## config.mk

```make
export PLATFORM = sky130hd
export DESIGN_NAME = cubic_hermite_curve_sampler_core
export DESIGN_NICKNAME = d
export VERILOG_FILES = /design/src/hdl/chcs_pkg.sv /design/src/hdl/chcs_axis.sv /design/src/hdl/chcs_datapath.sv /design/src/hdl/chcs_ctrl.sv /design/src/hdl/cubic_hermite_curve_sampler_core.sv
export SDC_FILE = /design/constraint.sdc
export NUM_CORES = 2
export LEC_CHECK = 0
export BUFFER_PORTS_ARGS = -buffer_cell sky130_fd_sc_hd__buf_2
export CORE_MARGIN = 2
export CORE_UTILIZATION = 55
export CTS_CLUSTER_SIZE = 20
export DETAILED_ROUTE_END_ITERATION = 8
export PLACE_DENSITY_LB_ADDON = 0.3
export RECOVER_POWER = 50
export SETUP_SLACK_MARGIN = 0.15
export SLEW_MARGIN = 20
export SYNTH_ARGS = -nofsm -noshare
export SYNTH_HDL_FRONTEND = slang
export SYNTH_SLANG_ARGS = --single-unit
```

## constraint.sdc

```tcl
create_clock -name clk -period 18.47 [get_ports clk]
set_clock_uncertainty 0.05 [all_clocks]
set_input_delay 0.9235 -clock clk [delete_from_list [all_inputs] [get_ports clk]]
set_output_delay 0.9235 -clock clk [all_outputs]
set_load 0.02 [all_outputs]
```

## src/hdl/chcs_pkg.sv

```systemverilog
// Shared types and constants for the cubic Hermite curve sampler.
// No dependencies; every other file in this block imports this package.

package chcs_pkg;

	localparam int DATA_W      = 32;
	localparam int CNT_W       = 16;
	localparam int LOG2_W      = 3;
	localparam int COEF_W      = 36;
	localparam int CFG_IDX_W   = 1;
	localparam int CFG_DATA_W  = 16;
	localparam int IN_TDATA_W  = 4 * DATA_W;
	localparam int OUT_TDATA_W = 2 * DATA_W;

	// Configuration register indexes.
	localparam logic [CFG_IDX_W-1:0] CFG_LOG2_SAMPLES = 1'b0;
	localparam logic [CFG_IDX_W-1:0] CFG_MAX_POINTS   = 1'b1;

	localparam logic [LOG2_W-1:0] LOG2_SAMPLES_RST = 3'd4;
	localparam logic [CNT_W-1:0]  MAX_POINTS_RST   = 16'hFFFF;

	// Commands from the controller to the datapath.
	typedef struct packed {
		logic capture;   // latch the incoming point and tangent
		logic coef;      // form the cubic coefficients a2 and a3
		logic init;      // load the forward-difference registers
		logic step;      // emit one sample and advance the differences
		logic last;      // the emitted sample ends this input's results
		logic commit;    // current point becomes the previous point
	} chcs_cmd_t;

	// Status from the datapath to the controller.
	typedef struct packed {
		logic out_room;  // the output register can take a sample this cycle
	} chcs_sts_t;

endpackage

```

## src/hdl/chcs_axis.sv

```systemverilog
// One axis of the segment evaluator: coefficient setup and a forward-difference
// cubic generator with rounding and saturation. Depends on chcs_pkg.

module chcs_axis #(
	parameter int MAX_LOG2_SAMPLES = 5
) (
	input  logic                                 clk,
	input  chcs_pkg::chcs_cmd_t                  cmd,
	input  logic [chcs_pkg::LOG2_W-1:0]          log2_eff,
	input  logic signed [chcs_pkg::DATA_W-1:0]   p0,
	input  logic signed [chcs_pkg::DATA_W-1:0]   m0,
	input  logic signed [chcs_pkg::DATA_W-1:0]   p1,
	input  logic signed [chcs_pkg::DATA_W-1:0]   m1,
	output logic signed [chcs_pkg::DATA_W-1:0]   sample
);
	import chcs_pkg::*;

	// The scaled cubic stays below 2^(39 + 3*L) in magnitude up to k = S + 1.
	localparam int ACC_W = 41 + 3 * MAX_LOG2_SAMPLES;

	localparam logic signed [ACC_W-1:0] SAT_HI = ACC_W'(32'sh7FFF_FFFF);
	localparam logic signed [ACC_W-1:0] SAT_LO = ACC_W'(32'sh8000_0000);

	logic signed [COEF_W-1:0] a2_q;
	logic signed [COEF_W-1:0] a3_q;
	logic signed [ACC_W-1:0]  f_q;
	logic signed [ACC_W-1:0]  d1_q;
	logic signed [ACC_W-1:0]  d2_q;
	logic signed [ACC_W-1:0]  d3_q;

	logic signed [COEF_W-1:0] diff;
	logic signed [COEF_W-1:0] m0_c;
	logic signed [COEF_W-1:0] m1_c;
	logic signed [ACC_W-1:0]  a2_e;
	logic signed [ACC_W-1:0]  a3_e;
	logic signed [ACC_W-1:0]  half;
	logic signed [ACC_W-1:0]  shifted;
	logic [3:0]               sh1;
	logic [3:0]               sh2;
	logic [3:0]               sh3;

	assign diff = COEF_W'(p1) - COEF_W'(p0);
	assign m0_c = COEF_W'(m0);
	assign m1_c = COEF_W'(m1);
	assign a2_e = ACC_W'(a2_q);
	assign a3_e = ACC_W'(a3_q);

	assign sh1 = 4'(log2_eff);
	assign sh2 = {log2_eff, 1'b0};
	assign sh3 = sh2 + sh1;

	// The rounding offset is folded into the starting value, so each sample
	// only needs an arithmetic shift, which floors.
	assign half = (sh3 == 4'd0) ? '0 : $signed(ACC_W'(1) << (sh3 - 4'd1));

	always_ff @(posedge clk) begin
		if (cmd.coef) begin
			a2_q <= (diff <<< 1) + diff - (m0_c <<< 1) - m1_c;
			a3_q <= m0_c + m1_c - (diff <<< 1);
		end
		if (cmd.init) begin
			f_q  <= (ACC_W'(p0) <<< sh3) + half;
			d1_q <= (ACC_W'(m0) <<< sh2) + (a2_e <<< sh1) + a3_e;
			d2_q <= (a2_e <<< (sh1 + 4'd1)) + (a3_e <<< 2) + (a3_e <<< 1);
			d3_q <= (a3_e <<< 2) + (a3_e <<< 1);
		end else if (cmd.step) begin
			f_q  <= f_q + d1_q;
			d1_q <= d1_q + d2_q;
			d2_q <= d2_q + d3_q;
		end
	end

	assign shifted = f_q >>> sh3;

	always_comb begin
		if (shifted > SAT_HI) begin
			sample = SAT_HI[DATA_W-1:0];
		end else if (shifted < SAT_LO) begin
			sample = SAT_LO[DATA_W-1:0];
		end else begin
			sample = shifted[DATA_W-1:0];
		end
	end

endmodule

```

## src/hdl/chcs_datapath.sv

```systemverilog
// Datapath: point and tangent registers, the two axis evaluators and the
// output register. Depends on chcs_pkg and chcs_axis.

module chcs_datapath #(
	parameter int MAX_LOG2_SAMPLES = 5
) (
	input  logic                                  clk,
	input  logic                                  arst_n,
	input  chcs_pkg::chcs_cmd_t                   cmd,
	output chcs_pkg::chcs_sts_t                   sts,
	input  logic [chcs_pkg::LOG2_W-1:0]           log2_eff,
	input  logic [chcs_pkg::IN_TDATA_W-1:0]       s_tdata,
	output logic                                  m_tvalid,
	input  logic                                  m_tready,
	output logic [chcs_pkg::OUT_TDATA_W-1:0]      m_tdata,
	output logic                                  m_tlast
);
	import chcs_pkg::*;

	logic signed [DATA_W-1:0] prev_px_q, prev_py_q, prev_mx_q, prev_my_q;
	logic signed [DATA_W-1:0] cur_px_q, cur_py_q, cur_mx_q, cur_my_q;
	logic signed [DATA_W-1:0] x_sample, y_sample;
	logic [OUT_TDATA_W-1:0]   out_data_q;
	logic                     out_last_q;
	logic                     out_valid_q;

	always_ff @(posedge clk) begin
		if (cmd.capture) begin
			cur_px_q <= s_tdata[DATA_W-1:0];
			cur_py_q <= s_tdata[2*DATA_W-1:DATA_W];
			cur_mx_q <= s_tdata[3*DATA_W-1:2*DATA_W];
			cur_my_q <= s_tdata[4*DATA_W-1:3*DATA_W];
		end
		if (cmd.commit) begin
			prev_px_q <= cur_px_q;
			prev_py_q <= cur_py_q;
			prev_mx_q <= cur_mx_q;
			prev_my_q <= cur_my_q;
		end
	end

	chcs_axis #(
		.MAX_LOG2_SAMPLES(MAX_LOG2_SAMPLES)
	) u_axis_x (
		.clk      (clk),
		.cmd      (cmd),
		.log2_eff (log2_eff),
		.p0       (prev_px_q),
		.m0       (prev_mx_q),
		.p1       (cur_px_q),
		.m1       (cur_mx_q),
		.sample   (x_sample)
	);

	chcs_axis #(
		.MAX_LOG2_SAMPLES(MAX_LOG2_SAMPLES)
	) u_axis_y (
		.clk      (clk),
		.cmd      (cmd),
		.log2_eff (log2_eff),
		.p0       (prev_py_q),
		.m0       (prev_my_q),
		.p1       (cur_py_q),
		.m1       (cur_my_q),
		.sample   (y_sample)
	);

	always_ff @(posedge clk or negedge arst_n) begin
		if (!arst_n) begin
			out_valid_q <= 1'b0;
		end else if (cmd.step) begin
			out_valid_q <= 1'b1;
		end else if (m_tready) begin
			out_valid_q <= 1'b0;
		end
	end

	always_ff @(posedge clk) begin
		if (cmd.step) begin
			out_data_q <= {y_sample, x_sample};
			out_last_q <= cmd.last;
		end
	end

	assign sts.out_room = !out_valid_q || m_tready;
	assign m_tvalid     = out_valid_q;
	assign m_tdata      = out_data_q;
	assign m_tlast      = out_last_q;

endmodule

```

## src/hdl/chcs_ctrl.sv

```systemverilog
// Controller state machine: input handshake, segment sequencing, sample and
// point counting. Depends on chcs_pkg.

module chcs_ctrl #(
	parameter int MAX_LOG2_SAMPLES = 5
) (
	input  logic                           clk,
	input  logic                           arst_n,
	input  logic                           s_tvalid,
	output logic                           s_tready,
	input  logic                           s_tuser,
	input  logic [chcs_pkg::LOG2_W-1:0]    log2_eff,
	input  logic [chcs_pkg::CNT_W-1:0]     max_points,
	input  chcs_pkg::chcs_sts_t            sts,
	output chcs_pkg::chcs_cmd_t            cmd
);
	import chcs_pkg::*;

	localparam int K_W = MAX_LOG2_SAMPLES + 1;

	localparam logic [2:0] ST_IDLE   = 3'd0;
	localparam logic [2:0] ST_COEF   = 3'd1;
	localparam logic [2:0] ST_INIT   = 3'd2;
	localparam logic [2:0] ST_RUN    = 3'd3;
	localparam logic [2:0] ST_COMMIT = 3'd4;

	logic [2:0]       state_q, state_d;
	logic             have_prev_q, have_prev_d;
	logic [CNT_W-1:0] count_q, count_d;
	logic [K_W-1:0]   k_q, k_d;
	logic [K_W-1:0]   samples;
	logic [CNT_W-1:0] count_eff;
	logic             seg_ok;
	logic             last;

	assign samples   = K_W'(1) << log2_eff;
	assign s_tready  = (state_q == ST_IDLE);
	assign count_eff = s_tuser ? '0 : count_q;
	// A segment runs only with a stored point and room left under the cap.
	assign seg_ok    = have_prev_q && !s_tuser && (count_eff < max_points);
	assign last      = (k_q == samples) || (count_q + CNT_W'(1) == max_points);

	always_comb begin
		state_d     = state_q;
		have_prev_d = have_prev_q;
		count_d     = count_q;
		k_d         = k_q;
		cmd         = '0;
		unique case (state_q)
			ST_IDLE: begin
				if (s_tvalid) begin
					cmd.capture = 1'b1;
					count_d     = count_eff;
					state_d     = seg_ok ? ST_COEF : ST_COMMIT;
				end
			end
			ST_COEF: begin
				cmd.coef = 1'b1;
				state_d  = ST_INIT;
			end
			ST_INIT: begin
				cmd.init = 1'b1;
				k_d      = '0;
				state_d  = ST_RUN;
			end
			ST_RUN: begin
				if (sts.out_room) begin
					cmd.step = 1'b1;
					cmd.last = last;
					count_d  = count_q + CNT_W'(1);
					k_d      = k_q + K_W'(1);
					if (last) begin
						state_d = ST_COMMIT;
					end
				end
			end
			ST_COMMIT: begin
				cmd.commit  = 1'b1;
				have_prev_d = 1'b1;
				state_d     = ST_IDLE;
			end
			default: begin
				state_d = ST_IDLE;
			end
		endcase
	end

	always_ff @(posedge clk or negedge arst_n) begin
		if (!arst_n) begin
			state_q     <= ST_IDLE;
			have_prev_q <= 1'b0;
			count_q     <= '0;
			k_q         <= '0;
		end else begin
			state_q     <= state_d;
			have_prev_q <= have_prev_d;
			count_q     <= count_d;
			k_q         <= k_d;
		end
	end

`ifndef SYNTHESIS
	a_step_has_room: assert property (@(posedge clk) disable iff (!arst_n)
		cmd.step |-> sts.out_room)
		else $error("sample emitted while the output register was full");

	a_one_command: assert property (@(posedge clk) disable iff (!arst_n)
		$onehot0({cmd.capture, cmd.coef, cmd.init, cmd.step, cmd.commit}))
		else $error("more than one datapath command in a cycle");

	a_coef_then_init: assert property (@(posedge clk) disable iff (!arst_n)
		cmd.coef |=> cmd.init)
		else $error("coefficient setup not followed by difference load");

	a_last_then_commit: assert property (@(posedge clk) disable iff (!arst_n)
		(cmd.step && cmd.last) |=> cmd.commit)
		else $error("final sample not followed by point commit");

	a_commit_sets_prev: assert property (@(posedge clk) disable iff (!arst_n)
		cmd.commit |=> (have_prev_q && s_tready))
		else $error("commit did not store the point and return to idle");
`endif

endmodule

```

## src/hdl/cubic_hermite_curve_sampler_core.sv

```systemverilog
// Top level of the cubic Hermite curve sampler: configuration registers,
// controller and datapath. Depends on chcs_pkg, chcs_ctrl and chcs_datapath.
//
//  Channel  Direction  Handshake            Payload
//  s_*      in         s_tvalid/s_tready    point_x, point_y, slope_x, slope_y; curve_start
//  m_*      out        m_tvalid/m_tready    x_out, y_out; last_sample
//  cfg_*    in         cfg_valid/cfg_ready  register index and write data
//
// A point that yields no samples (first of a curve, or past the cap) is accepted and then stored.
// A point that yields n samples goes through accept, coefficient and difference setup,
// one step per sample, and storing the point; a full segment has 2^log2_samples + 1
// samples.
// The sample loop stalls while the output register stays full.
// Reset is asynchronous; no clearing pass is needed after it.

module cubic_hermite_curve_sampler_core #(
	parameter int MAX_LOG2_SAMPLES = 5
) (
	input  logic                                 clk,
	input  logic                                 arst_n,
	input  logic                                 s_tvalid,
	output logic                                 s_tready,
	// point_x [31:0], point_y [63:32], slope_x [95:64], slope_y [127:96]
	input  logic [chcs_pkg::IN_TDATA_W-1:0]      s_tdata,
	// curve_start [0]
	input  logic                                 s_tuser,
	output logic                                 m_tvalid,
	input  logic                                 m_tready,
	// x_out [31:0], y_out [63:32]
	output logic [chcs_pkg::OUT_TDATA_W-1:0]     m_tdata,
	// last_sample
	output logic                                 m_tlast,
	input  logic                                 cfg_valid,
	output logic                                 cfg_ready,
	input  logic [chcs_pkg::CFG_IDX_W-1:0]       cfg_index,
	input  logic [chcs_pkg::CFG_DATA_W-1:0]      cfg_data
);
	import chcs_pkg::*;

	logic [LOG2_W-1:0] log2_samples_q;
	logic [CNT_W-1:0]  max_points_q;
	logic [LOG2_W-1:0] log2_eff;
	chcs_cmd_t         cmd;
	chcs_sts_t         sts;

	assign cfg_ready = 1'b1;

	always_ff @(posedge clk or negedge arst_n) begin
		if (!arst_n) begin
			log2_samples_q <= LOG2_SAMPLES_RST;
			max_points_q   <= MAX_POINTS_RST;
		end else if (cfg_valid) begin
			unique case (cfg_index)
				CFG_LOG2_SAMPLES: log2_samples_q <= cfg_data[LOG2_W-1:0];
				CFG_MAX_POINTS:   max_points_q   <= cfg_data[CNT_W-1:0];
				default: begin
				end
			endcase
		end
	end

	assign log2_eff = (log2_samples_q > LOG2_W'(MAX_LOG2_SAMPLES)) ?
		LOG2_W'(MAX_LOG2_SAMPLES) : log2_samples_q;

	chcs_ctrl #(
		.MAX_LOG2_SAMPLES(MAX_LOG2_SAMPLES)
	) u_ctrl (
		.clk        (clk),
		.arst_n     (arst_n),
		.s_tvalid   (s_tvalid),
		.s_tready   (s_tready),
		.s_tuser    (s_tuser),
		.log2_eff   (log2_eff),
		.max_points (max_points_q),
		.sts        (sts),
		.cmd        (cmd)
	);

	chcs_datapath #(
		.MAX_LOG2_SAMPLES(MAX_LOG2_SAMPLES)
	) u_datapath (
		.clk      (clk),
		.arst_n   (arst_n),
		.cmd      (cmd),
		.sts      (sts),
		.log2_eff (log2_eff),
		.s_tdata  (s_tdata),
		.m_tvalid (m_tvalid),
		.m_tready (m_tready),
		.m_tdata  (m_tdata),
		.m_tlast  (m_tlast)
	);

endmodule
```

== Word level (Yosys, flattened, before mapping) ==
Index checks and enable logic that the tools add are counted.
Word-level totals
  register bits after elaboration: 959
  output and inout port bits: 68
  word-level logic and storage cells: 147
Cells by class
  add/subtract/negate cells: 35
  $lt $le $gt $ge: 6
  eq/ne operators: 9
  shifts and indexed selects: 12
  muxes and demuxes: 36
  bitwise operators: 1
  reduce and logical (&&, ||, !) cells: 18
Operators by type and width (number)
  56-bit 2-to-1 mux: 13
  56-bit adder: 10
  32-bit by 4-bit <<< shifter with 56-bit output: 4
  56-bit by 36-bit adder with 56-bit output: 2
  56-bit by 37-bit adder with 56-bit output: 2
  56-bit by 38-bit adder with 56-bit output: 2
  56-bit by 32-bit greater-than comparator with 1-bit output (second input constant): 2
  56-bit by 32-bit less-than comparator with 1-bit output (second input constant): 2
  36-bit by 3-bit <<< shifter with 56-bit output: 2
  36-bit by 4-bit <<< shifter with 56-bit output: 2
  56-bit by 4-bit >>> shifter with 56-bit output: 2
  38-bit by 37-bit adder with 39-bit output: 2
  36-bit by 32-bit subtractor with 36-bit output: 2
  36-bit by 33-bit subtractor with 36-bit output: 2
  34-bit by 33-bit adder with 35-bit output: 2
  33-bit by 34-bit subtractor with 35-bit output: 2
  32-bit by 32-bit adder with 33-bit output: 2
  32-bit by 32-bit subtractor with 33-bit output: 2
  32-bit 2-to-1 mux: 2
  1-bit by 4-bit << shifter with 56-bit output (first input constant): 1
  16-bit 2-to-1 mux: 3
  16-bit one-hot mux with 2 select lines: 1
  16-bit by 1-bit adder with 16-bit output (second input constant): 1
  16-bit equality test: 1
  28 further kinds: 51

== Longest topological paths before layout ==
  word-level depth: 9
  mapped depth: 36
  mapped depth without buffers: 36

== Hierarchy ==
From an unflattened synthesis, not the netlist that was laid out.
Unflattened totals
  cell total of the unflattened synthesis: 11253
  area total of the unflattened synthesis: 102936.2 µm²
By module, submodules not included
  chcs_axis (u_datapath.u_axis_y): instances 1, cells an instance 5277, area an instance 45198.3 µm², seq. area each 8287.9 µm²
  chcs_axis (u_datapath.u_axis_x): instances 1, cells an instance 5299, area an instance 44750.4 µm², seq. area each 8287.9 µm²
  chcs_datapath: instances 1, cells an instance 324, area an instance 9686.8 µm², seq. area each 9664.3 µm²
  chcs_ctrl: instances 1, cells an instance 307, area an instance 2497.4 µm², seq. area each 650.6 µm²
  cubic_hermite_curve_sampler_core: instances 1, cells an instance 46, area an instance 803.3 µm², seq. area each 496.7 µm²

== Worst setup path before layout ==
OpenSTA, ideal clock, no wires.
  kind: register -> register
  start point: register u_ctrl.state_q[2]
  end point: register u_datapath.u_axis_x.a2_q[0], enable pin
  library setup time: 0.847 ns
  data arrival time: 10.879 ns
  required time: 17.573 ns
  path slack: 6.695 ns
  cell stages (with the launch flop): 3
  path through: dfrtp_1 -> clkbuf_1 -> nor3b_1
Between the ends
  word-level cells in the longest chain between the ends: 2
RTL lines
  from (decl): RTL line chcs_ctrl.sv:27  | logic [2:0] state_q, state_d;
  from (signal assigned): RTL line chcs_ctrl.sv:95  | state_q <= state_d;
  3-bit by 1-bit equality test with 1-bit output: RTL line chcs_ctrl.sv:49  | unique case (state_q)
  1-bit 2-to-1 mux: RTL line chcs_ctrl.sv:49
  to (signal assigned): RTL line chcs_axis.sv:58  | a2_q <= (diff <<< 1) + diff - (m0_c <<< 1) - m1_c;
  to (decl): RTL line chcs_axis.sv:24  | logic signed [COEF_W-1:0] a2_q;
No other way between the ends.
A chain may end at the register's enable or synchronous reset.

== Worst setup path in the final report ==
  start point: register log2_samples_q[0]
  end point: register u_datapath.u_axis_y.d2_q[40] (data pin)
Between the ends
  word-level cells in the longest chain between the ends: 7
RTL lines
  from (decl): RTL line cubic_hermite_curve_sampler_core.sv:40  | logic [LOG2_W-1:0] log2_samples_q;
  from (signal assigned): RTL line cubic_hermite_curve_sampler_core.sv:54  | CFG_LOG2_SAMPLES: log2_samples_q <= cfg_data[LOG2_W-1:0];
  3-bit greater-than comparator: RTL line cubic_hermite_curve_sampler_core.sv:62  | assign log2_eff = (log2_samples_q > LOG2_W'(MAX_LOG2_SAMPLES)) ?
  3-bit 2-to-1 mux (*): RTL line cubic_hermite_curve_sampler_core.sv:62
  3-bit by 1-bit adder with 4-bit output (*): RTL line chcs_axis.sv:64  | d2_q <= (a2_e <<< (sh1 + 4'd1)) + (a3_e <<< 2) + (a3_e <<< 1);
  36-bit by 4-bit <<< shifter with 56-bit output (*): RTL line chcs_axis.sv:64
  56-bit by 38-bit adder with 56-bit output (*): RTL line chcs_axis.sv:64
  56-bit by 37-bit adder with 56-bit output (*): RTL line chcs_axis.sv:64
  56-bit 2-to-1 mux (*): RTL line chcs_axis.sv:61  | if (cmd.init) begin
  to (signal assigned): RTL line chcs_axis.sv:64
  to (signal assigned): RTL line chcs_axis.sv:69  | d2_q <= d2_q + d3_q;
  to (decl): RTL line chcs_axis.sv:28  | logic signed [ACC_W-1:0] d2_q;
Every way passes the cells marked *; elsewhere a longest branch is shown, timed or not.

==> results.json <==
{
  "status": "complete, but fails checks",
  "violations": "max-capacitance violations, max-slew violations",
  "setup_viol": 0,
  "postCtsSetupBuffers": 0,
  "grt_pass1_wl_mm": 492,
  "layout_commonest_cell": "a21oi_1",
  "path_class": "reg -> reg",
  "timing.rr.end": "u_datapath.u_axis_y.d2_q[40]",
  "wl_per_cell_um": 23.5,
  "drt-total-wl_mm": 327,
  "syn_nets": 12800,
  "drt_iter0_markers": 9046,
  "setup.worst_path.start_class": "flop",
  "initial_core_util_pct": 55.4,
  "die-area_um2": 188000,
  "min_period_ns": 10.38,
  "coreArea_um2": 183000,
  "vias": 88300,
  "worstMarginPinSlew_ns": 6.72,
  "cp_slowest_cell": "clkbuf_1",
  "drt-met1-wl_mm": 148,
  "worstPathMaxFanout": 76,
  "synth_warnings": 0,
  "cts.htree.levels": 3,
  "wl_met3_mm": 35.6,
  "die_w_um": 433,
  "rsz0062_at_grt": "false",
  "root_buffer": "clkbuf_16",
  "hold_viol": 0,
  "nets": 12700,
  "drive_gt1_share_pct": 5.47,
  "io_buffers": 217,
  "track_usage_pct": 33.8,
  "max_freq_mhz": 96.4,
  "min-delay-start": "s_tdata[12]",
  "syn_inst": 11400,
  "fp-row-count": 157,
  "drv_slew": 902,
  "clk_transition_reported_paths_ns": 0.06,
  "dp_hpwl_mm": 262,
  "grt_start_max_net_pins": 168,
  "cts_buffers": 108,
  "io_pins": 219,
  "slew_headroom_pct": -348,
  "cpPeakStageDelay_ns": 1.91,
  "postCtsResizedCells": 0,
  "reg2reg_setup_slack_ns": 8.09,
  "synth_ff_type": "edfxtp_1",
  "cts_buffer_depth": 3,
  "firstDrtPassIters": 7,
  "synth.distinct_cells": 103,
  "synth_area_um2": 101000,
  "reg2reg_depth": 25,
  "top_layer_used": "met5",
  "detail-route-antenna-nets": 0,
  "hp-class": "in -> reg",
  "gp_congestion": 1.01,
  "wl_met2_mm": 133,
  "r2r-start": "log2_samples_q[0]",
  "worstHoldPathCells": 1,
  "drv_cap": 18,
  "final_cell_mix": "a21oi_1 (1050), ha_1 (942), nand2_1 (899)",
  "setup_tns_ns": 0,
  "ys_ff_latch": 919,
  "ys_seq_area_share_pct": 27.0,
  "hold_buffers": 0,
  "drc": 0,
  "area_growth_pct": 6.61,
  "cts_sinks": 919,
  "grt_overflow_total": 0,
  "utilization_pct": 59.1,
  "cp-end-kind": "flop",
  "syn_avg_cell_area_um2": 8.92,
  "tritoncts": "built",
  "ys_async_sr_fraction_pct": 5.01,
  "crit_path_start": "log2_samples_q[0]",
  "min_to": "u_datapath.cur_px_q[12]",
  "arrival_ns": 10.74,
  "clk_latency_ns": 0.79,
  "fin_crit_sh_pct": 56.2,
  "grt_pass1_vias": 83500,
  "synth_edf_count": 873,
  "required_ns": 18.84,
  "die_h_um": 433,
  "antenna_found_initial": 6,
  "drt-vias-per-instance": 6.36
}
[stage by stage]
step,hold WS [ns],cells,area [um2],setup slack [ns]
4_1_cts,0.193,13900,108000,9.87
2_1_floorplan,0.376,11400,101000,6.69
3_5_place_dp,0.392,13700,105000,9.90
5_1_grt,0.245,13900,108000,7.72
6_report,0.257,13900,108000,8.09
3_3_place_gp,0.384,13700,105000,10.02
[state kept, by name, indices dropped and copies added (netlist names), 35 cells and up]
| name | cells |
|---|---|
| u_datapath.u_axis_x.d3_q | 37 |
| u_datapath.u_axis_y.d1_q | 56 |
| u_datapath.u_axis_y.a2_q | 36 |
| u_datapath.u_axis_x.a3_q | 35 |
| u_datapath.u_axis_x.d1_q | 56 |
| u_datapath.u_axis_y.f_q | 56 |
| u_datapath.m_tdata | 64 |
| u_datapath.u_axis_x.d2_q | 56 |
| u_datapath.u_axis_x.a2_q | 36 |
| u_datapath.u_axis_x.f_q | 56 |
| u_datapath.u_axis_y.d3_q | 37 |
| u_datapath.u_axis_y.d2_q | 56 |
| u_datapath.u_axis_y.a3_q | 35 |
[how the worst max path moves through the flow]
stage	endpoint	slack, ns	cells past startpoint
global route	u_datapath.u_axis_y.d2_q[40]	7.72	25
CTS	u_datapath.u_axis_x.a2_q[35]	9.87	29
finish	u_datapath.u_axis_y.d2_q[40]	8.09	25
detailed placement	u_datapath.u_axis_y.d2_q[50]	9.90	25
floorplan	u_datapath.u_axis_x.a2_q[0]	6.69	2
global placement	u_datapath.u_axis_x.a2_q[35]	10.02	29
[worst max-delay path: cells and delay by family (launching register included)]
kind,cells,cell delay [ns]
flops,1,0.34
xor+xnor,1,0.11
fa+ha+maj,4,1.66
buf+inv,7,4.06
simple gates,3,0.29
compound gates,10,3.45
[final cells by class]
class,instances,area [um2]
Inverter,826,3110
Multi-Input combinational cell,9188,69300
Timing Repair Buffer,291,1550
Tap cell,2464,3080
Clock inverter,83,925
Clock buffer,122,2760
Antenna cell,2,5.00
Fill cell,16200,75000
Sequential cell,919,27400
[cells in the mapped netlist, types with 32 or more instances]
cell type	count	area share [%]
a31o_2	79	0.68
a21o_1	471	3.5
xor2_1	321	2.8
nand4_1	105	0.65
nand2_1	900	3.3
mux2i_1	829	8.2
a211oi_1	99	0.73
a21oi_1	1050	5.2
nor2b_1	110	0.68
buf_1	82	0.30
nor2_1	781	2.9
or3_1	61	0.38
and3_1	108	0.67
nor3_1	191	0.94
buf_2	36	0.18
o21ai_0	704	3.5
a21boi_0	50	0.37
a31oi_1	135	0.83
nand3_1	219	1.1
edfxtp_1	873	26
and2_1	66	0.41
o21bai_1	138	1.0
nand2b_1	131	0.81
xnor2_1	513	4.4
o31ai_1	76	0.56
mux2_2	42	0.47
fa_1	296	5.8
ha_1	943	12
o21a_1	138	1.0
clkbuf_1	306	1.1
or2_2	35	0.22
mux4_2	32	0.71
inv_1	821	3.0
o211ai_1	61	0.45
a211o_1	35	0.30
[layer usage]
layer | up-vias | GRT usage [%]
met3 | 466 | 8.80
met5 | - | 1.17
met2 | 3848 | 48.3
met4 | 10 | 10.1
met1 | 42500 | 49.6
li1 | 41500 | -
[kinds of logic after synthesis]
logic type / count (synthesis) / synth area share, %
XOR/XNOR: 835 / 7.23
buffers and inverters: 1266 / 4.82
adder cells (fa/ha/maj): 1239 / 17.5
AO/OA/AOI/OAI: 3360 / 20.9
AND/OR/NAND/NOR: 2850 / 13.2
flip-flops: 919 / 27.0
other: 1 / 0.00370
multiplexers: 903 / 9.36
Power is left out: the tool's default activity adds up to more than one toggle a clock period on the data nets, which glitch-free logic cannot reach.
